File: config.mk
export PLATFORM = sky130hd
export DESIGN_NAME = deadline_timer_queue
export DESIGN_NICKNAME = d
export VERILOG_FILES = /design/src/sv/dtq_pkg.sv /design/src/sv/dtq_ram.sv /design/src/sv/dtq_ctrl.sv /design/src/sv/dtq_dp.sv /design/src/sv/deadline_timer_queue.sv
export SDC_FILE = /design/constraint.sdc
export NUM_CORES = 1
export LEC_CHECK = 0
export BUFFER_PORTS_ARGS = -buffer_cell sky130_fd_sc_hd__buf_2
export CAP_MARGIN = 20
export CELL_PAD_IN_SITES_DETAIL_PLACEMENT = 1
export CELL_PAD_IN_SITES_GLOBAL_PLACEMENT = 2
export CORE_UTILIZATION = 53
export CTS_BUF_LIST = sky130_fd_sc_hd__clkbuf_4
export DETAILED_ROUTE_END_ITERATION = 8
export GPL_ROUTABILITY_DRIVEN = 0
export PLACE_DENSITY = 0.9
export SLEW_MARGIN = 10
export SYNTH_ARGS = -nofsm -noshare
export SYNTH_HDL_FRONTEND = slang
export SYNTH_SLANG_ARGS = --single-unit
File: constraint.sdc
create_clock -name clk -period 14.2 [get_ports clk]
set_input_delay 0.71 -clock clk [delete_from_list [all_inputs] [get_ports clk]]
set_output_delay 0.71 -clock clk [all_outputs]
set_load 0.005 [all_outputs]
File: src/sv/dtq_pkg.sv
`default_nettype none

package dtq_pkg;

    // Fixed port widths
    localparam int OP_W   = 2;
    localparam int ID_W   = 4;
    localparam int TICK_W = 48;
    localparam int ST_W   = 3;
    localparam int IDX_W  = 5;
    localparam int NEXT_W = 49;

    typedef enum logic [OP_W-1:0] {
        OP_SCHED   = 2'd0,
        OP_UNSCHED = 2'd1,
        OP_EXEC    = 2'd2,
        OP_NOP     = 2'd3
    } op_t;

    typedef enum logic [ST_W-1:0] {
        ST_OK       = 3'd0,
        ST_LATE     = 3'd1,
        ST_PENDING  = 3'd2,
        ST_IDLE_TSK = 3'd3,
        ST_BACKWARD = 3'd4
    } status_t;

    typedef enum logic [2:0] {
        S_IDLE,
        S_APPLY,
        S_SUM,
        S_FSCAN,
        S_FEMIT,
        S_EMIT
    } state_t;

    // Controller to datapath
    typedef struct packed {
        logic load;        // latch the request
        logic apply;       // check and update state for the request
        logic scan_start;  // begin a pass over the entries
        logic fire_mode;   // pass looks for the earliest entry
        logic drop;        // remove the earliest entry found
        logic show_fire;   // current result reports a fired task
    } dtq_cmd_t;

    // Datapath to controller
    typedef struct packed {
        logic scan_done;
        logic firing;
        logic any_due;
        logic last_fire;
    } dtq_stat_t;

endpackage

`default_nettype wire

File: src/sv/dtq_ram.sv
`default_nettype none

module dtq_ram #(
    parameter int W = 48,
    parameter int D = 16
) (
    input  wire logic                            clk,
    input  wire logic                            we,
    input  wire logic [((D > 1) ? $clog2(D) : 1)-1:0] waddr,
    input  wire logic [W-1:0]                    wdata,
    input  wire logic                            re,
    input  wire logic [((D > 1) ? $clog2(D) : 1)-1:0] raddr,
    output logic      [W-1:0]                    rdata
);

    logic [W-1:0] mem [D];

    // Write port
    always_ff @(posedge clk)
    begin
        if (we)
        begin
            mem[waddr] <= wdata;
        end
    end

    // Registered read port
    always_ff @(posedge clk)
    begin
        if (re)
        begin
            rdata <= mem[raddr];
        end
    end

endmodule

`default_nettype wire

File: src/sv/dtq_ctrl.sv
`default_nettype none

module dtq_ctrl
    import dtq_pkg::*;
(
    input  wire logic      clk,
    input  wire logic      rst_n,
    input  wire logic      req_valid,
    output logic           req_ready,
    output logic           rsp_valid,
    input  wire logic      rsp_ready,
    input  wire dtq_stat_t stat,
    output dtq_cmd_t       cmd
);

    state_t state_reg;
    state_t state_next;

    // State register
    always_ff @(posedge clk or negedge rst_n)
    begin
        if (!rst_n)
        begin
            state_reg <= S_IDLE;
        end
        else
        begin
            state_reg <= state_next;
        end
    end

    // Next state and commands
    always_comb
    begin
        state_next = state_reg;
        cmd        = '0;
        req_ready  = 1'b0;
        rsp_valid  = 1'b0;
        case (state_reg)
            S_IDLE:
            begin
                req_ready = 1'b1;
                if (req_valid)
                begin
                    cmd.load   = 1'b1;
                    state_next = S_APPLY;
                end
            end
            S_APPLY:
            begin
                cmd.apply      = 1'b1;
                cmd.scan_start = 1'b1;
                state_next     = S_SUM;
            end
            S_SUM:
            begin
                if (stat.scan_done)
                begin
                    if (stat.firing && stat.any_due)
                    begin
                        cmd.scan_start = 1'b1;
                        cmd.fire_mode  = 1'b1;
                        state_next     = S_FSCAN;
                    end
                    else
                    begin
                        state_next = S_EMIT;
                    end
                end
            end
            S_FSCAN:
            begin
                if (stat.scan_done)
                begin
                    cmd.drop   = 1'b1;
                    state_next = S_FEMIT;
                end
            end
            S_FEMIT:
            begin
                rsp_valid     = 1'b1;
                cmd.show_fire = 1'b1;
                if (rsp_ready)
                begin
                    if (stat.last_fire)
                    begin
                        state_next = S_IDLE;
                    end
                    else
                    begin
                        cmd.scan_start = 1'b1;
                        cmd.fire_mode  = 1'b1;
                        state_next     = S_FSCAN;
                    end
                end
            end
            S_EMIT:
            begin
                rsp_valid = 1'b1;
                if (rsp_ready)
                begin
                    state_next = S_IDLE;
                end
            end
            default:
            begin
                state_next = S_IDLE;
            end
        endcase
    end

endmodule

`default_nettype wire

File: src/sv/dtq_dp.sv
`default_nettype none

module dtq_dp
    import dtq_pkg::*;
#(
    parameter int NIDS = 16,
    parameter int TW   = 48
) (
    input  wire logic                     clk,
    input  wire logic                     rst_n,
    input  wire logic [OP_W-1:0]          req_op,
    input  wire logic [ID_W-1:0]          req_id,
    input  wire logic [TICK_W-1:0]        req_ticks,
    input  wire dtq_cmd_t                 cmd,
    output dtq_stat_t                     stat,
    output logic [ST_W-1:0]               rsp_status,
    output logic                          rsp_fired_valid,
    output logic [ID_W-1:0]               rsp_fired_task,
    output logic [TICK_W-1:0]             rsp_fired_deadline,
    output logic [IDX_W-1:0]              rsp_fire_index,
    output logic                          rsp_last,
    output logic signed [NEXT_W-1:0]      rsp_next_deadline,
    output logic [IDX_W-1:0]              rsp_pending_count
);

    localparam int IW = (NIDS > 1) ? $clog2(NIDS) : 1;
    localparam int CW = $clog2(NIDS + 1);

    // Latched request
    op_t            op_reg;
    logic [ID_W-1:0] id_reg;
    logic [TW-1:0]  t_reg;

    // Queue state
    logic           lt_have_reg;
    logic [TW-1:0]  lt_reg;
    logic [NIDS-1:0] pending_reg;
    logic [IW-1:0]  rank_reg [NIDS];
    logic [CW-1:0]  cnt_reg;
    status_t        status_reg;
    logic           firing_reg;

    // Scan sequencing
    logic           active_reg;
    logic [IW-1:0]  idx_reg;
    logic           mode_reg;
    logic           rd_v_reg;
    logic [IW-1:0]  rd_idx_reg;
    logic           fin_reg;
    logic [TW-1:0]  rd_dl;

    // Summary results
    logic           have_reg;
    logic [TW-1:0]  min_reg;
    logic [CW-1:0]  n_due_reg;
    logic [CW-1:0]  out_cnt_reg;

    // Earliest entry found
    logic           bhave_reg;
    logic [IW-1:0]  best_id_reg;
    logic [TW-1:0]  best_dl_reg;
    logic [IW-1:0]  best_rank_reg;
    logic [CW-1:0]  fire_idx_reg;

    // Request checks
    logic           id_ok;
    logic [IW-1:0]  id_idx;
    logic           pend_id;
    logic           late;
    logic           backward;
    status_t        chk_status;
    logic           do_sched;
    logic           do_unsched;
    logic           do_exec;
    logic           drop_en;
    logic [IW-1:0]  drop_idx;
    logic [IW-1:0]  drop_rank;
    logic           rd_pend;
    logic [IW-1:0]  rd_rank;
    logic           rd_due;

    always_comb
    begin
        id_idx   = id_reg[IW-1:0];
        id_ok    = int'(id_reg) < NIDS;
        pend_id  = id_ok && pending_reg[id_idx];
        late     = lt_have_reg && (t_reg <= lt_reg);
        backward = lt_have_reg && (t_reg < lt_reg);
        chk_status = ST_OK;
        case (op_reg)
            OP_SCHED:
            begin
                if (late)
                begin
                    chk_status = ST_LATE;
                end
                else if (!id_ok || pend_id)
                begin
                    chk_status = ST_PENDING;
                end
            end
            OP_UNSCHED:
            begin
                if (!pend_id)
                begin
                    chk_status = ST_IDLE_TSK;
                end
            end
            OP_EXEC:
            begin
                if (backward)
                begin
                    chk_status = ST_BACKWARD;
                end
            end
            default:
            begin
                chk_status = ST_OK;
            end
        endcase
        do_sched   = cmd.apply && (op_reg == OP_SCHED) && (chk_status == ST_OK);
        do_unsched = cmd.apply && (op_reg == OP_UNSCHED) && (chk_status == ST_OK);
        do_exec    = cmd.apply && (op_reg == OP_EXEC) && (chk_status == ST_OK);

        // One removal path for unschedule and for firing
        drop_en   = do_unsched || cmd.drop;
        drop_idx  = cmd.drop ? best_id_reg : id_idx;
        drop_rank = cmd.drop ? best_rank_reg : rank_reg[id_idx];
    end

    // Request latch
    always_ff @(posedge clk)
    begin
        if (cmd.load)
        begin
            op_reg <= op_t'(req_op);
            id_reg <= req_id;
            t_reg  <= req_ticks[TW-1:0];
        end
    end

    // Deadline store
    dtq_ram #(
        .W (TW),
        .D (NIDS)
    ) u_dl_ram (
        .clk   (clk),
        .we    (do_sched),
        .waddr (id_idx),
        .wdata (t_reg),
        .re    (active_reg),
        .raddr (idx_reg),
        .rdata (rd_dl)
    );

    // Pending flags, count, last time, status
    always_ff @(posedge clk or negedge rst_n)
    begin
        if (!rst_n)
        begin
            pending_reg <= '0;
            cnt_reg     <= '0;
            lt_have_reg <= 1'b0;
            firing_reg  <= 1'b0;
            status_reg  <= ST_OK;
        end
        else
        begin
            if (cmd.apply)
            begin
                status_reg <= chk_status;
                firing_reg <= do_exec;
            end
            if (do_sched)
            begin
                pending_reg[id_idx] <= 1'b1;
                cnt_reg             <= cnt_reg + 1'b1;
            end
            else if (drop_en)
            begin
                pending_reg[drop_idx] <= 1'b0;
                cnt_reg               <= cnt_reg - 1'b1;
            end
            if (do_exec)
            begin
                lt_have_reg <= 1'b1;
            end
        end
    end

    always_ff @(posedge clk)
    begin
        if (do_exec)
        begin
            lt_reg <= t_reg;
        end
    end

    // Ranks: new task goes last, later ones close the gap on removal
    always_ff @(posedge clk)
    begin
        for (int j = 0; j < NIDS; j++)
        begin
            if (do_sched && (id_idx == IW'(j)))
            begin
                rank_reg[j] <= cnt_reg[IW-1:0];
            end
            else if (drop_en && pending_reg[j] && (rank_reg[j] > drop_rank))
            begin
                rank_reg[j] <= rank_reg[j] - 1'b1;
            end
        end
    end

    // Scan sequencer: one entry per cycle through the registered read
    always_ff @(posedge clk or negedge rst_n)
    begin
        if (!rst_n)
        begin
            active_reg <= 1'b0;
            idx_reg    <= '0;
            mode_reg   <= 1'b0;
            rd_v_reg   <= 1'b0;
            fin_reg    <= 1'b0;
        end
        else
        begin
            rd_v_reg <= active_reg && !cmd.scan_start;
            fin_reg  <= rd_v_reg && !cmd.scan_start && (rd_idx_reg == IW'(NIDS - 1));
            if (cmd.scan_start)
            begin
                active_reg <= 1'b1;
                idx_reg    <= '0;
                mode_reg   <= cmd.fire_mode;
            end
            else if (active_reg)
            begin
                if (idx_reg == IW'(NIDS - 1))
                begin
                    active_reg <= 1'b0;
                end
                else
                begin
                    idx_reg <= idx_reg + 1'b1;
                end
            end
        end
    end

    always_ff @(posedge clk)
    begin
        rd_idx_reg <= idx_reg;
    end

    always_comb
    begin
        rd_pend = pending_reg[rd_idx_reg];
        rd_rank = rank_reg[rd_idx_reg];
        rd_due  = firing_reg && (rd_dl <= t_reg);
    end

    // Scan accumulators
    always_ff @(posedge clk or negedge rst_n)
    begin
        if (!rst_n)
        begin
            have_reg     <= 1'b0;
            n_due_reg    <= '0;
            bhave_reg    <= 1'b0;
            fire_idx_reg <= '0;
        end
        else
        begin
            if (cmd.load)
            begin
                fire_idx_reg <= '0;
            end
            else if (cmd.drop)
            begin
                fire_idx_reg <= fire_idx_reg + 1'b1;
            end
            if (cmd.scan_start)
            begin
                if (cmd.fire_mode)
                begin
                    bhave_reg <= 1'b0;
                end
                else
                begin
                    have_reg  <= 1'b0;
                    n_due_reg <= '0;
                end
            end
            else if (rd_v_reg && rd_pend)
            begin
                if (mode_reg)
                begin
                    if (!bhave_reg || (rd_dl < best_dl_reg) ||
                        ((rd_dl == best_dl_reg) && (rd_rank < best_rank_reg)))
                    begin
                        bhave_reg <= 1'b1;
                    end
                end
                else if (rd_due)
                begin
                    n_due_reg <= n_due_reg + 1'b1;
                end
                else if (!have_reg || (rd_dl < min_reg))
                begin
                    have_reg <= 1'b1;
                end
            end
        end
    end

    always_ff @(posedge clk)
    begin
        if (!cmd.scan_start && rd_v_reg && rd_pend)
        begin
            if (mode_reg)
            begin
                if (!bhave_reg || (rd_dl < best_dl_reg) ||
                    ((rd_dl == best_dl_reg) && (rd_rank < best_rank_reg)))
                begin
                    best_id_reg   <= rd_idx_reg;
                    best_dl_reg   <= rd_dl;
                    best_rank_reg <= rd_rank;
                end
            end
            else if (!rd_due && (!have_reg || (rd_dl < min_reg)))
            begin
                min_reg <= rd_dl;
            end
        end
        // Final pending count once the summary pass is through
        if (fin_reg && !mode_reg)
        begin
            out_cnt_reg <= cnt_reg - n_due_reg;
        end
    end

    // Status to controller
    always_comb
    begin
        stat.scan_done = fin_reg;
        stat.firing    = firing_reg;
        stat.any_due   = (n_due_reg != '0);
        stat.last_fire = (fire_idx_reg == n_due_reg);
    end

    // Result fields
    always_comb
    begin
        rsp_status         = status_reg;
        rsp_fired_valid    = cmd.show_fire;
        rsp_fired_task     = '0;
        rsp_fired_deadline = '0;
        rsp_fire_index     = '0;
        rsp_last           = 1'b1;
        if (cmd.show_fire)
        begin
            rsp_fired_task[IW-1:0]     = best_id_reg;
            rsp_fired_deadline[TW-1:0] = best_dl_reg;
            rsp_fire_index[CW-1:0]     = fire_idx_reg;
            rsp_last                   = (fire_idx_reg == n_due_reg);
        end
        rsp_next_deadline = '1;
        if (have_reg)
        begin
            rsp_next_deadline         = '0;
            rsp_next_deadline[TW-1:0] = min_reg;
        end
        rsp_pending_count           = '0;
        rsp_pending_count[CW-1:0]   = out_cnt_reg;
    end

    // Count tracks the pending flags
    a_cnt_match: assert property (@(posedge clk) disable iff (!rst_n)
        int'(cnt_reg) == $countones(pending_reg))
        else $error("pending count differs from pending flags");

    // A fired task was found and is due
    a_drop_due: assert property (@(posedge clk) disable iff (!rst_n)
        cmd.drop |-> (bhave_reg && (best_dl_reg <= t_reg) && pending_reg[best_id_reg]))
        else $error("firing a task that is not due");

    // Never fire more tasks than counted due
    a_fire_bound: assert property (@(posedge clk) disable iff (!rst_n)
        cmd.drop |-> (fire_idx_reg < n_due_reg))
        else $error("fired more tasks than were due");

endmodule

`default_nettype wire

File: src/sv/deadline_timer_queue.sv
// Deadline timer queue.
// Request channel (req_valid/req_ready): op, task_id, ticks. Schedule (op 0)
// makes task_id pending at deadline ticks, unschedule (op 1) drops it,
// execute (op 2) records ticks as current time and fires every due task,
// earliest deadline first, FIFO order among equal deadlines.
// Result channel (rsp_valid/rsp_ready): one result per request, or one per
// fired task for an execute that fires, with last on the final one. Each
// result carries the earliest pending deadline (-1 when empty) and the
// pending count as they stand once the request is done.
// One request is handled at a time; req_ready is high only when idle.
// Each pass over the deadline store reads one entry per cycle through the
// store's registered read port and covers N entries, N being TASKS capped
// at 16. Once taken, a request is applied and a summary pass runs before
// its first result; an execute that fires runs a further pass before the
// result of each fired task.
// A stalled receiver holds the result; no further work is done until taken.
// Reset empties the queue and clears the last execute time; the store
// itself is not cleared, so requests are taken right after reset.
`default_nettype none

module deadline_timer_queue
    import dtq_pkg::*;
#(
    parameter int TASKS     = 16,
    parameter int TIME_BITS = 48
) (
    input  wire logic                    clk,
    input  wire logic                    rst_n,
    input  wire logic                    req_valid,
    output logic                         req_ready,
    input  wire logic [OP_W-1:0]         op,
    input  wire logic [ID_W-1:0]         task_id,
    input  wire logic [TICK_W-1:0]       ticks,
    output logic                         rsp_valid,
    input  wire logic                    rsp_ready,
    output logic [ST_W-1:0]              status,
    output logic                         fired_valid,
    output logic [ID_W-1:0]              fired_task,
    output logic [TICK_W-1:0]            fired_deadline,
    output logic [IDX_W-1:0]             fire_index,
    output logic                         last,
    output logic signed [NEXT_W-1:0]     next_deadline,
    output logic [IDX_W-1:0]             pending_count
);

    // Only ids below TASKS (at most 16) exist, and at most TIME_BITS of the port's tick bits are kept
    localparam int NIDS = (TASKS < 16) ? TASKS : 16;
    localparam int TW   = (TIME_BITS < TICK_W) ? TIME_BITS : TICK_W;

    dtq_cmd_t  cmd;
    dtq_stat_t stat;

    dtq_ctrl u_ctrl (
        .clk       (clk),
        .rst_n     (rst_n),
        .req_valid (req_valid),
        .req_ready (req_ready),
        .rsp_valid (rsp_valid),
        .rsp_ready (rsp_ready),
        .stat      (stat),
        .cmd       (cmd)
    );

    dtq_dp #(
        .NIDS (NIDS),
        .TW   (TW)
    ) u_dp (
        .clk                (clk),
        .rst_n              (rst_n),
        .req_op             (op),
        .req_id             (task_id),
        .req_ticks          (ticks),
        .cmd                (cmd),
        .stat               (stat),
        .rsp_status         (status),
        .rsp_fired_valid    (fired_valid),
        .rsp_fired_task     (fired_task),
        .rsp_fired_deadline (fired_deadline),
        .rsp_fire_index     (fire_index),
        .rsp_last           (last),
        .rsp_next_deadline  (next_deadline),
        .rsp_pending_count  (pending_count)
    );

endmodule

`default_nettype wire

Word level (Yosys, flattened, before mapping)
Memory sizes are Yosys's and may differ from the RTL's. A register that Yosys moved wholly into a read port is not among the register bits.
Index checks and enable logic that the tools add are counted.
{"block": "totals", "mem_count": 2, "out_inout_bits": 118, "ram_bits": 832, "regBits": 264, "elab_cells": 399}
{"name": "u_dp.u_dl_ram.mem", "depth": 16, "width": 48, "rd": 1, "rd_clocked_by_memory_dff": 1, "wr": 1, "line_no": "dtq_ram.sv:16", "source": "logic [W-1:0] mem [D];"}
{"name": "u_dp.rank_reg", "depth": 16, "width": 4, "rd": 18, "rd_clocked_by_memory_dff": 2, "wr": 16, "line_no": "dtq_dp.sv:38", "source": "logic [IW-1:0] rank_reg [NIDS];"}
{"block": "op_classes", "magnitude_cmp": 27, "reduce_logical": 98, "n_bitwise": 20, "addsub": 22, "muxes": 169, "n_eq_ne": 36}
{"op": "less-than comparator 48 bit", "count": 3}
{"op": "2-to-1 mux 1 bit", "count": 109}
{"op": "less-or-equal comparator 48 bit", "count": 2}
{"op": "2-to-1 mux 4 bit", "count": 23}
{"op": "logical AND 1 bit", "count": 68}
{"op": "greater-than comparator 4 bit", "count": 16}
{"op": "subtractor 4 x 1 -> 4 bit (second input constant)", "count": 16}
{"op": "2-to-1 mux 5 bit", "count": 10}
{"op": "2-to-1 mux 49 bit", "count": 1}
{"op": "equality test 48 bit", "count": 1}
{"op": "2-to-1 mux 48 bit", "count": 1}
{"op": "equality test 4 bit (second input constant)", "count": 10}
{"op": "2-to-1 mux 16 bit", "count": 2}
{"op": "2-to-1 mux 3 bit", "count": 7}
{"op": "one-hot mux 3 bit (6 select lines)", "count": 1}
{"op": "bitwise AND 16 bit", "count": 1}
{"op": "equality test 4 x 3 -> 1 bit (second input constant)", "count": 4}
{"op": "2-to-1 mux 2 bit", "count": 8}
{"op": "inverter 16 bit", "count": 1}
{"op": "bitwise OR 1 bit", "count": 16}
{"op": "bitwise OR 16 bit", "count": 1}
{"op": "nonzero test 2 bit", "count": 8}
{"op": "adder 5 x 1 -> 5 bit (second input constant)", "count": 3}
{"op": "less-than comparator 4 x 5 -> 1 bit (second input constant)", "count": 3}
{"op": "32 further kinds", "count": 57}

Longest topological paths before layout
Gate-level depths: netlist of run 1.
{"block": "depth", "ltp_word": 14, "depth_mapped": 16, "depth_no_buf": 15}

By module
A second synthesis of run 1 with hierarchy kept.
{"block": "hier_totals", "hier_cells": 3120, "area_unflattened_um2": 51111.5}
{"mod": "dtq_ram", "seq_area_each_um2": 24503.5, "area_per_inst_um2": 30175.2, "cells_each": 1242, "n_inst": 1}
{"mod": "dtq_dp", "seq_area_each_um2": 9569.2, "area_per_inst_um2": 20702.4, "cells_each": 1851, "n_inst": 1}
{"mod": "dtq_ctrl", "seq_area_each_um2": 75.1, "area_per_inst_um2": 234.0, "cells_each": 27, "n_inst": 1}

Worst setup path before layout of run 1
Ideal clock, no wire load.
{"block": "synth_path", "path_type": "flip-flop to flip-flop", "start": "register u_dp.rd_idx_reg[0]", "end": "register u_dp.best_dl_reg[0], enable pin", "path_slack_ns": 7.637, "required_ns": 13.697, "period_less_slack_ns": 6.563, "path_stages_with_launch": 11, "path_buffers": 2, "arrival_ns": 6.060, "cell_sequence": "dfxtp_1 buf_6 buf_1 mux4_2 mux4_2 ha_1 nand3_1 nand4b_1 nor4_1 nand2_1 a31oi_1"}
{"block": "synth_between", "elab_chain_cells": 4}
{"item": "from (decl)", "line_no": "dtq_dp.sv:48", "source": "logic [IW-1:0] rd_idx_reg;"}
{"item": "from (signal assigned)", "line_no": "dtq_dp.sv:252", "source": "rd_idx_reg <= idx_reg;"}
{"item": "binary-select mux 1 bit (select 4 bit)", "line_no": "dtq_dp.sv:257", "source": "rd_pend = pending_reg[rd_idx_reg];"}
{"item": "2-to-1 mux 1 bit (implied by the code)", "line_no": "dtq_dp.sv:257"}
{"item": "logical AND 1 bit", "line_no": "dtq_dp.sv:318", "source": "if (!cmd.scan_start && rd_v_reg && rd_pend)"}
{"item": "AND reduction 3 bit (no source line)"}
{"item": "to (signal assigned)", "line_no": "dtq_dp.sv:326", "source": "best_dl_reg <= rd_dl;"}
{"item": "to (decl)", "line_no": "dtq_dp.sv:61", "source": "logic [TW-1:0] best_dl_reg;"}
Every way passes these cells. The select of a mux whose other input is x is not followed.
A chain may end at the register's enable or synchronous reset.

Final worst setup path of run 1
{"block": "layout_path", "start": "register u_dp.t_reg[46]", "end": "memory u_dp.u_dl_ram.mem[3][22], enable pin"}
{"block": "layout_between", "elab_chain_cells": 8}
{"item": "from (decl)", "line_no": "dtq_dp.sv:32", "source": "logic [TW-1:0] t_reg;"}
{"item": "from (signal assigned)", "line_no": "dtq_dp.sv:138", "source": "t_reg <= req_ticks[TW-1:0];"}
{"item": "less-or-equal comparator 48 bit or less-than comparator 48 bit (tied branches)", "line_no": "dtq_dp.sv:87, dtq_dp.sv:88"}
{"item": "logical AND 1 bit (on tied branches)", "line_no": "dtq_dp.sv:87, dtq_dp.sv:88"}
{"item": "2-to-1 mux 2 bit or 2-to-1 mux 3 bit (tied branches)", "line_no": "dtq_dp.sv:93, dtq_dp.sv:111"}
{"item": "one-hot mux 3 bit (3 select lines) *", "line_no": "dtq_dp.sv:90", "source": "case (op_reg)"}
{"item": "zero test 3 bit *", "line_no": "dtq_dp.sv:121", "source": "do_sched = cmd.apply && (op_reg == OP_SCHED) && (chk_status == ST_OK);"}
{"item": "logical AND 1 bit *", "line_no": "dtq_dp.sv:121"}
{"item": "2-to-1 mux 1 bit *", "line_no": "dtq_ram.sv:21", "source": "if (we)"}
{"item": "2-to-1 mux 1 bit (implied by the code) *", "line_no": "dtq_ram.sv:23", "source": "mem[waddr] <= wdata;"}
{"item": "to (decl)", "line_no": "dtq_ram.sv:16"}
Mark *: on every way between the ends. The rest lies on a longest branch, timed or not.

==> results.md, run 1 <==
* Outcome: finished clean
* Critical Path RT at 14.94 ns
* DR vias at 31.4k
* Ys Warns at 0
* Dpl cells at 4400
* Largest net degree at the start of global routing at 111
* Most frequent cells in the layout: edfxtp_1 (1091), clkbuf_4 (444), mux4_2 (288)
* Buffers on Ports at 175
* First-pass GRT wire length at 222000 um
* Crit. End Element: flop
* H-tree levels at 5
* Final-report hold violation count at 0
* Final total power at 10.2 mW
* Number of global-route vias before repair at 33.6k
* I/O pins at 176
* Critical path type: flop to flop
* Reg-to-reg setup timing slack at 8.50 ns
* FP Rows at 113
* DRC at 0
* Slowest-stage cell, CP: buf_4
* Initial Util at 53.6%
* Clk Latency, worst-skew pair at 1.23 ns
* P&R area growth vs syn at 13.9%
* Mapped Nets at 3345
* Max cap viols at 0
* Slew Limit Fails at 0
* Total negative slack at 0 ns
* Slew @ Worst Pin at 1.12 ns
* Period utilization at 40.2%
* Num CTS Buffers at 317
* CTS tree: yes
* Worst Clk Skew at 0.163 ns
* Power density over the cells at 176 nW/um2
* Register bit total from synthesis at 1148
* Total GRT Usage at 31.5%
* RSZ-0062 raised after global routing: false
* CTS clock-pin slew for the worst setup and hold paths at 0.08 ns
* Drt pass-1 iters at 5
* Data arrival time of the critical path at 6.44 ns
* CTS resizes at 0
* P_leak at 21.5 nW
* Root buffer cell: clkbuf_4
* CP most frequent cell: buf_4
* Core Region at 95200 um2
* Starting DRT DRC Count at 3513
* Avg Cell Area, Syn at 17.0 um2
* Die width at 312 um
* Initial antenna violation count at 4
* CTS Buffer Depth at 4
* Worst path cell trace: ha_1 -> nand4_1 -> nor4_1 -> and2_1 -> o311ai_0 -> a31oi_1 -> nor2_4 -> buf_4 -> nor3_4 -> buf_4
* Routed len/inst at 30.3 um
* Total gr overflow at 0
* Max reg flops at 768
* Minimum clock period at 5.70 ns
* DP HPWL at 92200 um
* FILL cells at 8695
* EDFF count, synth at 1091
* Seq/Total Area, Yosys at 67.0%
* Die Ht at 312 um
* Synth Flop Type: edfxtp_1
* Worst stage delay on the critical path at 0.86 ns
* Layout cell share with drive strength beyond 1 at 28.8%
* Die Area at 97400 um2
* Final std cells w/o fill at 4987
* Post-CTS setup repair buffer count at 0
* Peak VDD IR at 0.000187 V
* Placed Area at 53700 um2
* Synth async-reset ratio at 4.27%
* DRT Wirelength at 151000 um
* Clock sinks at 1148
* Setup crit start kind: flop
* Maximum fanout along the worst path at 38
* Max Clock Freq at 175 MHz
* Setup ws final at 8.50 ns
* Yosys cell types at 68
* Worst min path class: input pin to asynchronous set/reset pin
* # nets final at 3859
* Post-route ant nets at 0
* Worst slew margin at 25.1%
* DR vias/cell at 6.29
* Setup violators final at 0
* Final Cell Area at 58100 um2
* Dpl ws at 8.69 ns
* Most common cell after layout, fill and taps aside: edfxtp_1
* Area of the mapped netlist at 51000 um2
* Synthesized instance count at 3000
cells by family after synthesis:
logic type      synth area share (%)
flops                           67.0
simple gates                    5.34
buf+inv                         2.77
compound gates                  3.89
mux                             13.0
fa+ha+maj                       7.07
xor+xnor                       0.911
report_power, final:
part           internal [mW]  switching, mW  total, mW  leakage [nW]
logic                   1.33           1.51       2.84          8.62
registers               4.07          0.438       4.51          10.6
clock network           1.47           1.41       2.88          2.25
total                   6.87           3.36       10.2          21.5
routing by layer:
layer  global-route usage, %  routed length [um]  part of all wire, %
met1                    41.6               57900                   38
met2                    50.6               73600                   49
met3                    7.45               14400                  9.5
met4                    13.0                5380                  3.6
met5                       0                   0                    0
what timing repair did:
item / CTS / global route
hold endpoints to repair: 109 / 0
setup endpoints to repair: 0 / 0
hold buffers: 57 / 0
synthesized netlist by cell type, types with 3 or more instances:
cell | count | area share, %
nand4_1 | 58 | 0.71
o21ai_0 | 63 | 0.62
nand3_1 | 23 | 0.23
nor4b_1 | 3 | 0.052
and2_1 | 12 | 0.15
mux4_2 | 288 | 13
edfxtp_1 | 1091 | 64
o22a_1 | 16 | 0.27
mux2i_1 | 8 | 0.16
nor3_1 | 83 | 0.81
and4_1 | 6 | 0.10
mux2_2 | 7 | 0.15
a21o_1 | 32 | 0.47
ha_1 | 285 | 7.0
inv_1 | 260 | 1.9
a21oi_1 | 132 | 1.3
nand2_1 | 126 | 0.93
a221o_1 | 4 | 0.079
nand2b_1 | 27 | 0.33
dfxtp_1 | 8 | 0.31
xnor2_1 | 47 | 0.81
o2111ai_1 | 8 | 0.14
dfrtp_1 | 49 | 2.4
nor3_2 | 28 | 0.55
buf_1 | 17 | 0.13
xor2_1 | 6 | 0.10
or2_2 | 11 | 0.13
o211ai_1 | 5 | 0.074
a221oi_1 | 5 | 0.086
nor4_1 | 5 | 0.061
a21boi_0 | 6 | 0.088
a211oi_1 | 6 | 0.088
o31ai_1 | 4 | 0.059
o21a_1 | 8 | 0.12
buf_2 | 6 | 0.059
or2_1 | 4 | 0.049
nor2b_1 | 23 | 0.28
o22ai_1 | 7 | 0.086
a31oi_1 | 7 | 0.086
nor2_1 | 94 | 0.69
clkbuf_1 | 83 | 0.61
final cells by class:
type / count / area [um2] / area share (%)
Sequential cell: 1148 / 34200 / 58.8
Multi-Input combinational cell: 1483 / 15600 / 26.8
Clock buffer: 444 / 3330 / 5.74
Timing Repair Buffer: 304 / 2050 / 3.54
Tap cell: 1265 / 1580 / 2.73
Inverter: 260 / 976 / 1.68
Clock inverter: 82 / 390 / 0.672
Antenna cell: 1 / 2.50 / 0.00431
critical path, delay by kind of cell, from the launching register on:
family / cells / cell delay, ns
compound gates: 2 / 0.58
buf+inv: 2 / 1.16
fa+ha+maj: 1 / 0.45
simple gates: 5 / 2.28
flops: 1 / 0.69
per-stage QoR:
| step | utilization (%) | hold slack [ns] |
|---|---|---|
| after floorplan | - | 0.345 |
| after global placement | 56.4 | 0.481 |
| after detailed placement | 56.5 | 0.492 |
| after CTS | 61.0 | 0.123 |
| after global routing | 61.0 | 0.188 |
| final | 61.0 | 0.209 |
worst paths after layout:
kind / startpoint / to / cells after the start
worst max-delay path: u_dp.t_reg[46]$_DFFE_PP_ / u_dp.u_dl_ram.mem[3][22]$_DFFE_PP_ / 10
worst min register to register: u_dp.cnt_reg[4]$_DFFE_PN0P_ / u_dp.cnt_reg[4]$_DFFE_PN0P_ / 1
worst min-delay path: rst_n / u_dp.fire_idx_reg[2]$_DFFE_PN0P_ / 3
min in group clk: ticks[29] / u_dp.t_reg[29]$_DFFE_PP_ / 2
max in group asynchronous: rst_n / u_dp.idx_reg[2]$_DFFE_PN0P_ / 3
worst max register to register: u_dp.t_reg[46]$_DFFE_PP_ / u_dp.u_dl_ram.mem[3][22]$_DFFE_PP_ / 10
(Power assumes the default switching activity.)
==> inputs of run 2 (changes only) <==
Settings changed: CORE_UTILIZATION 53 to 49, PLACE_DENSITY 0.9 to 0.84.
Clock period 14.2 ns to 5.45 ns, I/O delays scaled along.
==> results.md, run 2 (same netlist as run 1, synthesis figures left out) <==
* CTS clock-pin slew for the worst setup and hold paths at 0.07 ns (was 0.08 ns)
* Power density over the cells at 449 nW/um2 (was 176 nW/um2)
* Worst Clk Skew at 0.0996 ns (was 0.163 ns)
* Setup crit start kind: flop (unchanged)
* Clock sinks at 1148 (unchanged)
* FILL cells at 9606 (was 8695)
* Setup violators final at 0 (unchanged)
* Final Cell Area at 58900 um2 (was 58100 um2)
* Worst path cell trace: ha_1 -> nand4_1 -> nor4_1 -> and2_1 -> o311ai_0 -> a31oi_1 -> nor2_4 -> buf_4 -> nor3_4 -> buf_4 (unchanged)
* Placed Area at 54100 um2 (was 53700 um2)
* Outcome: finished clean (unchanged)
* Core Region at 102000 um2 (was 95200 um2)
* CTS tree: yes (unchanged)
* Slowest-stage cell, CP: buf_4 (unchanged)
* Slew @ Worst Pin at 1.21 ns (was 1.12 ns)
* Top Family by Delay on Critical Path: simple AND/OR/NAND/NOR gates (unchanged)
* Most frequent cells in the layout: edfxtp_1 (1091), clkbuf_4 (441), mux4_2 (288) (was edfxtp_1 (1091), clkbuf_4 (444), mux4_2 (288))
* First-pass GRT wire length at 223000 um (was 222000 um)
* Total negative slack at 0 ns (unchanged)
* Die Area at 105000 um2 (was 97400 um2)
* Critical Path RT at 6.17 ns (was 14.94 ns)
* P&R area growth vs syn at 15.4% (was 13.9%)
* Minimum clock period at 4.72 ns (was 5.70 ns)
* Most common cell after layout, fill and taps aside: edfxtp_1 (unchanged)
* Worst slew margin at 19.6% (was 25.1%)
* Final total power at 26.4 mW (was 10.2 mW)
* Dpl cells at 4516 (was 4400)
* Largest net degree at the start of global routing at 65 (was 111)
* DRC at 0 (unchanged)
* Clk Latency, worst-skew pair at 1.18 ns (was 1.23 ns)
* Worst min path class: input pin to flop (was input pin to asynchronous set/reset pin)
* I/O pins at 176 (unchanged)
* CTS Buffer Depth at 4 (unchanged)
* Final std cells w/o fill at 5134 (was 4987)
* Slew Limit Fails at 0 (unchanged)
* Crit. End Element: flop (unchanged)
* Initial antenna violation count at 9 (was 4)
* Num CTS Buffers at 314 (was 317)
* Buffers on Ports at 175 (unchanged)
* Drt pass-1 iters at 5 (unchanged)
* P_leak at 21.7 nW (was 21.5 nW)
* Peak VDD IR at 0.000353 V (was 0.000187 V)
* DR vias/cell at 6.08 (was 6.29)
* DP HPWL at 95200 um (was 92200 um)
* Root buffer cell: clkbuf_4 (unchanged)
* DRT Wirelength at 152000 um (was 151000 um)
* Initial Util at 49.7% (was 53.6%)
* Routed len/inst at 29.5 um (was 30.3 um)
* Total GRT Usage at 29.1% (was 31.5%)
* Crit path buffers/inverters at 2 (unchanged)
* Layout cell share with drive strength beyond 1 at 28.2% (was 28.8%)
* Max reg flops at 768 (unchanged)
* Die width at 325 um (was 312 um)
* Maximum fanout along the worst path at 37 (was 38)
* Post-CTS setup repair buffer count at 0 (unchanged)
* Starting DRT DRC Count at 3077 (was 3513)
* Number of global-route vias before repair at 33.9k (was 33.6k)
* Die Ht at 325 um (was 312 um)
* Worst stage delay on the critical path at 0.73 ns (was 0.86 ns)
* RSZ-0062 raised after global routing: false (unchanged)
* Data arrival time of the critical path at 5.44 ns (was 6.44 ns)
* Max cap viols at 0 (unchanged)
* H-tree levels at 5 (unchanged)
* Critical path type: flop to flop (unchanged)
* Max Clock Freq at 212 MHz (was 175 MHz)
* FP Rows at 117 (was 113)
* DR vias at 31.2k (was 31.4k)
* # nets final at 3922 (was 3859)
* Final-report hold violation count at 0 (unchanged)
* Post-route ant nets at 0 (unchanged)
* Period utilization at 86.7% (was 40.2%)
* Total gr overflow at 0 (unchanged)
* CP most frequent cell: buf_4 (unchanged)
run 2: worst min-delay path: stages:
cell and delay (ns):
dlygate4sd3_1 0.55, buf_2 0.14, nor4b_4 0.19
run 2: final cells by class:
cell class / instances / area [um2] / share of cell area, %
timing repair buffer: 370 / 2850 / 4.84
antenna: 6 / 15.0 / 0.0255
clock inverter: 58 / 264 / 0.449
sequential: 1148 / 34200 / 58.0
inverter: 260 / 976 / 1.66
tap: 1368 / 1710 / 2.91
multi-input combinational: 1483 / 15600 / 26.4
clock buffer: 441 / 3310 / 5.63
run 2: path summary, 6_finish.rpt:
path                                               start                                   to  slack (ns)  depth (start not counted)
max in group asynchronous                          rst_n          u_dp.idx_reg[0]$_DFFE_PN0P_        4.51                          4
worst min register to register   u_dp.rd_v_reg$_DFF_PN0_               u_dp.fin_reg$_DFF_PN0_        0.52                          2
worst max-delay path            u_dp.t_reg[43]$_DFFE_PP_  u_dp.u_dl_ram.mem[14][25]$_DFFE_PP_        0.73                         10
worst max register to register  u_dp.t_reg[43]$_DFFE_PP_  u_dp.u_dl_ram.mem[14][25]$_DFFE_PP_        0.73                         10
worst min-delay path                           req_valid             u_dp.op_reg[0]$_DFFE_PP_        0.18                          3
min in group asynchronous                          rst_n      u_dp.pending_reg[3]$_DFFE_PN0P_        0.34                          4
run 2: report_power, final:
group | leakage, nW | total, mW | internal [mW] | switching, mW
Sequential | 10.6 | 12.0 | 10.6 | 1.37
Clock | 2.15 | 7.24 | 3.73 | 3.51
Combinational | 8.94 | 7.19 | 3.53 | 3.66
run 2: per-layer routing:
metal  track usage (%)  vias to the layer above  wire, um  share of wire [%]
met5                 0                        -         0                  0
li1                  -                    13100         -                  -
met3              5.64                      313     11900                7.8
met1              38.1                    16200     59800                 39
met4              11.8                        0      4910                3.2
met2              48.0                     1564     74900                 49
run 2: per-stage QoR:
| stage | hold WS (ns) | worst slack, ns | util, % |
|---|---|---|---|
| finish | 0.181 | 0.727 | 57.4 |
| global route | 0.128 | 0.558 | 57.4 |
| CTS | 0.0543 | 0.816 | 57.4 |
| detailed placement | 0.451 | 0.872 | 52.8 |
| global placement | 0.449 | 1.05 | 52.8 |
| floorplan | -0.0231 | 0.238 | - |
run 2: timing repair:
action	CTS	global route
gates resized for setup	0	0
hold endpoints to repair	179	0
hold buffers	113	0
==> inputs of run 3 (changes only) <==
Settings changed: PLACE_DENSITY 0.84 to 0.85, SLEW_MARGIN 10 to unset, SYNTH_HIERARCHICAL set to 1.
==> results.md, run 3 <==
* Number of global-route vias before repair at 34.7k (was 33.9k)
* Critical Path RT at 6.20 ns (was 6.17 ns)
* P_leak at 22.2 nW (was 21.7 nW)
* Max Clock Freq at 200 MHz (was 212 MHz)
* EDFF count, synth at 1091 (unchanged)
* Slew @ Worst Pin at 1.16 ns (was 1.21 ns)
* Cell depth of the worst setup path at 11 (was 10)
* Initial antenna violation count at 9 (unchanged)
* H-tree levels at 5 (unchanged)
* Avg Cell Area, Syn at 16.4 um2 (was 17.0 um2)
* Outcome: finished clean (unchanged)
* Setup crit start kind: flop (unchanged)
* Post-synth top area cell: edfxtp_1 (unchanged)
* Max cap viols at 0 (unchanged)
* Drt pass-1 iters at 6 (was 5)
* Total GRT Usage at 28.5% (was 29.1%)
* Synth Flop Type: edfxtp_1 (unchanged)
* Power density over the cells at 446 nW/um2 (was 449 nW/um2)
* Dpl ws at 0.521 ns (was 0.872 ns)
* FILL cells at 9779 (was 9606)
* Top cells by area, synth: edfxtp_1 (64%), mux4_2 (11%), ha_1 (7.0%), dfrtp_1 (2.4%), inv_1 (1.9%) (was edfxtp_1 (64%), mux4_2 (13%), ha_1 (7.0%), dfrtp_1 (2.4%), inv_1 (1.9%))
* CTS resizes at 0 (unchanged)
* Seq/Total Area, Yosys at 66.8% (was 67.0%)
* Buffers on Ports at 175 (unchanged)
* Largest net degree at the start of global routing at 97 (was 65)
* Setup violators final at 0 (unchanged)
* Area of the mapped netlist at 51100 um2 (was 51000 um2)
* Most frequent cells in the layout: edfxtp_1 (1091), clkbuf_4 (449), ha_1 (285) (was edfxtp_1 (1091), clkbuf_4 (441), mux4_2 (288))
* Met2 wire length at 71700 um (was 74900 um)
* DP HPWL at 94500 um (was 95200 um)
* Num CTS Buffers at 316 (was 314)
* Uppermost routed layer: met5 (was met4)
* DR vias at 32.0k (was 31.2k)
* Worst Clk Skew at 0.151 ns (was 0.0996 ns)
* Initial Util at 49.4% (was 49.7%)
* Register bit total from synthesis at 1148 (unchanged)
* CTS Buffer Depth at 4 (unchanged)
* Final core occ at 57.1% (was 57.4%)
* Most common cell after layout, fill and taps aside: edfxtp_1 (unchanged)
* Final total power at 26.3 mW (was 26.4 mW)
* DRT Wirelength at 150000 um (was 152000 um)
* Starting DRT DRC Count at 3154 (was 3077)
* Met1 WL at 60600 um (was 59800 um)
* Slowest-stage cell, CP: nor2_4 (was buf_4)
* Total negative slack at 0 ns (unchanged)
* Area share of the largest cell type after synthesis at 64.1% (was 64.3%)
* Worst slew margin at 22.6% (was 19.6%)
* Top Family by Delay on Critical Path: simple AND/OR/NAND/NOR gates (unchanged)
* Worst stage delay on the critical path at 0.77 ns (was 0.73 ns)
* Minimum clock period at 4.99 ns (was 4.72 ns)
* Post-route ant nets at 0 (unchanged)
* Total gr overflow at 0 (unchanged)
* Period utilization at 91.5% (was 86.7%)
* DRC at 0 (unchanged)
* Peak VDD IR at 0.000399 V (was 0.000353 V)
* Mapped Nets at 3465 (was 3345)
* # nets final at 4053 (was 3922)
* Post-CTS setup repair buffer count at 0 (unchanged)
* Synth async-reset ratio at 4.27% (unchanged)
* Die width at 325 um (about the same)
* CTS tree: yes (unchanged)
* Layout cell share with drive strength beyond 1 at 26.8% (was 28.2%)
* Worst path cell trace: ha_1 -> nand4_1 -> nor4_1 -> buf_4 -> nand3_1 -> o21a_1 -> a21o_1 -> inv_2 -> nand3_1 -> nor2_4 -> buf_4 (was ha_1 -> nand4_1 -> nor4_1 -> and2_1 -> o311ai_0 -> a31oi_1 -> nor2_4 -> buf_4 -> nor3_4 -> buf_4)
* Routed len/inst at 28.3 um (was 29.5 um)
* Setup ws final at 0.462 ns (was 0.727 ns)
* Synthesized instance count at 3120 (was 3000)
* FP Rows at 118 (was 117)
* Commonest cells post-synth: edfxtp_1 (1091), ha_1 (285), inv_1 (263) (was edfxtp_1 (1091), mux4_2 (288), ha_1 (285))
* Data arrival time of the critical path at 5.74 ns (was 5.44 ns)
* Core Region at 103000 um2 (was 102000 um2)
* Final std cells w/o fill at 5285 (was 5134)
* Die Area at 106000 um2 (was 105000 um2)
* Slew Limit Fails at 0 (unchanged)
* Critical path type: flop to flop (unchanged)
* Register area at 34200 um2 (about the same)
* Root buffer cell: clkbuf_4 (unchanged)
* Die Ht at 325 um (about the same)
* Yosys cell types at 71 (was 68)
* Hold Path Depth at 4 (was 3)
* Clk Latency, worst-skew pair at 1.21 ns (was 1.18 ns)
* Worst min path class: input pin to flop (unchanged)
* I/O pins at 176 (unchanged)
* WL met3 at 13400 um (was 11900 um)
* P&R area growth vs syn at 15.6% (was 15.4%)
* Dpl cells at 4656 (was 4516)
* Reg2reg path depth at 11 (was 10)
* CTS clock-pin slew for the worst setup and hold paths at 0.07 ns (about the same)
* Count leader, synth: edfxtp_1 (unchanged)
* Crit path buffers/inverters at 3 (was 2)
* Ys Warns at 6 (was 0)
* RSZ-0062 raised after global routing: false (unchanged)
* Crit. End Element: flop (unchanged)
* First-pass GRT wire length at 222000 um (was 223000 um)
* Maximum fanout along the worst path at 30 (was 37)
* Final-report hold violation count at 0 (unchanged)
* Max reg flops at 768 (unchanged)
* Multi-input logic area at 15600 um2 (about the same)
* Clock sinks at 1148 (unchanged)
* DR vias/cell at 6.06 (was 6.08)
[run 3: cell types whose count changed after synthesis, moves of 25 or more]
| cell | before | now |
|---|---|---|
| clkbuf_1 | 83 | 58 |
| mux4_2 | 288 | 241 |
| nand2_1 | 126 | 169 |
| and2_1 | 12 | 62 |
| a22oi_1 | 2 | 97 |
| nor3_1 | 83 | 40 |
[run 3: cells by family (layout without fill, tap and decap cells)]
family | after synthesis | after routing | share of synthesized area (%)
buf+inv | 387 | 1167 | 3.12
xor+xnor | 52 | 52 | 0.891
other cells | 0 | 5 | 0
flops | 1148 | 1148 | 66.8
fa+ha+maj | 287 | 287 | 7.06
mux | 257 | 257 | 10.9
compound gates | 435 | 435 | 5.67
simple gates | 554 | 554 | 5.50
[run 3: worst min-delay path, stage by stage]
cell	delay [ns]
dlygate4sd3_1	0.54
buf_2	0.13
nand4b_1	0.17
o31ai_1	0.10
[run 3: timing repair]
item | 4_1_cts | 5_1_grt
endpoints found under the setup margin | 0 | 0
hold endpoints to repair | 120 | 0
hold buffers | 114 | 0
[run 3: layout make-up]
| class | instances | share of cell area [%] |
|---|---|---|
| Sequential cell | 1148 | 57.8 |
| Multi-Input combinational cell | 1585 | 26.4 |
| Clock buffer | 449 | 5.70 |
| Timing Repair Buffer | 392 | 5.00 |
| Tap cell | 1380 | 2.92 |
| Inverter | 265 | 1.69 |
| Clock inverter | 61 | 0.512 |
| Antenna cell | 5 | 0.0212 |
[run 3: per-stage QoR]
stage,instance area (um2),hold WS [ns]
3_3_place_gp,54300,0.449
5_1_grt,59100,0.0834
2_1_floorplan,51100,-0.0231
6_report,59100,0.144
4_1_cts,59100,0.00679
3_5_place_dp,54300,0.452
[run 3: worst paths after layout]
| kind | startpoint | slack, ns | end |
|---|---|---|---|
| worst max register to register | u_dp/t_reg[18]$_DFFE_PP_ | 0.46 | u_dp/u_dl_ram/mem[15][0]$_DFFE_PP_ |
| worst min-delay path | rsp_ready | 0.14 | u_ctrl/state_reg[1]$_DFFE_PN0P_ |
| min in group asynchronous | rst_n | 0.40 | u_dp/pending_reg[6]$_DFFE_PN0P_ |
| max in group asynchronous | rst_n | 4.46 | u_dp/idx_reg[1]$_DFFE_PN0P_ |
| worst max-delay path | u_dp/t_reg[18]$_DFFE_PP_ | 0.46 | u_dp/u_dl_ram/mem[15][0]$_DFFE_PP_ |
| worst min register to register | u_dp/lt_have_reg$_DFFE_PN0P_ | 0.50 | u_dp/lt_have_reg$_DFFE_PN0P_ |
[run 3: layer usage]
layer	track usage (%)	vias to the layer above
li1	-	13500
met1	38.7	16600
met2	45.8	1617
met3	6.40	308
met4	9.34	8
met5	0	-
[run 3: power by group]
part	switching, mW	internal (mW)	total, mW
sequential	0.955	10.5	11.5
clock	3.55	3.84	7.39
combinational	4.31	3.15	7.46
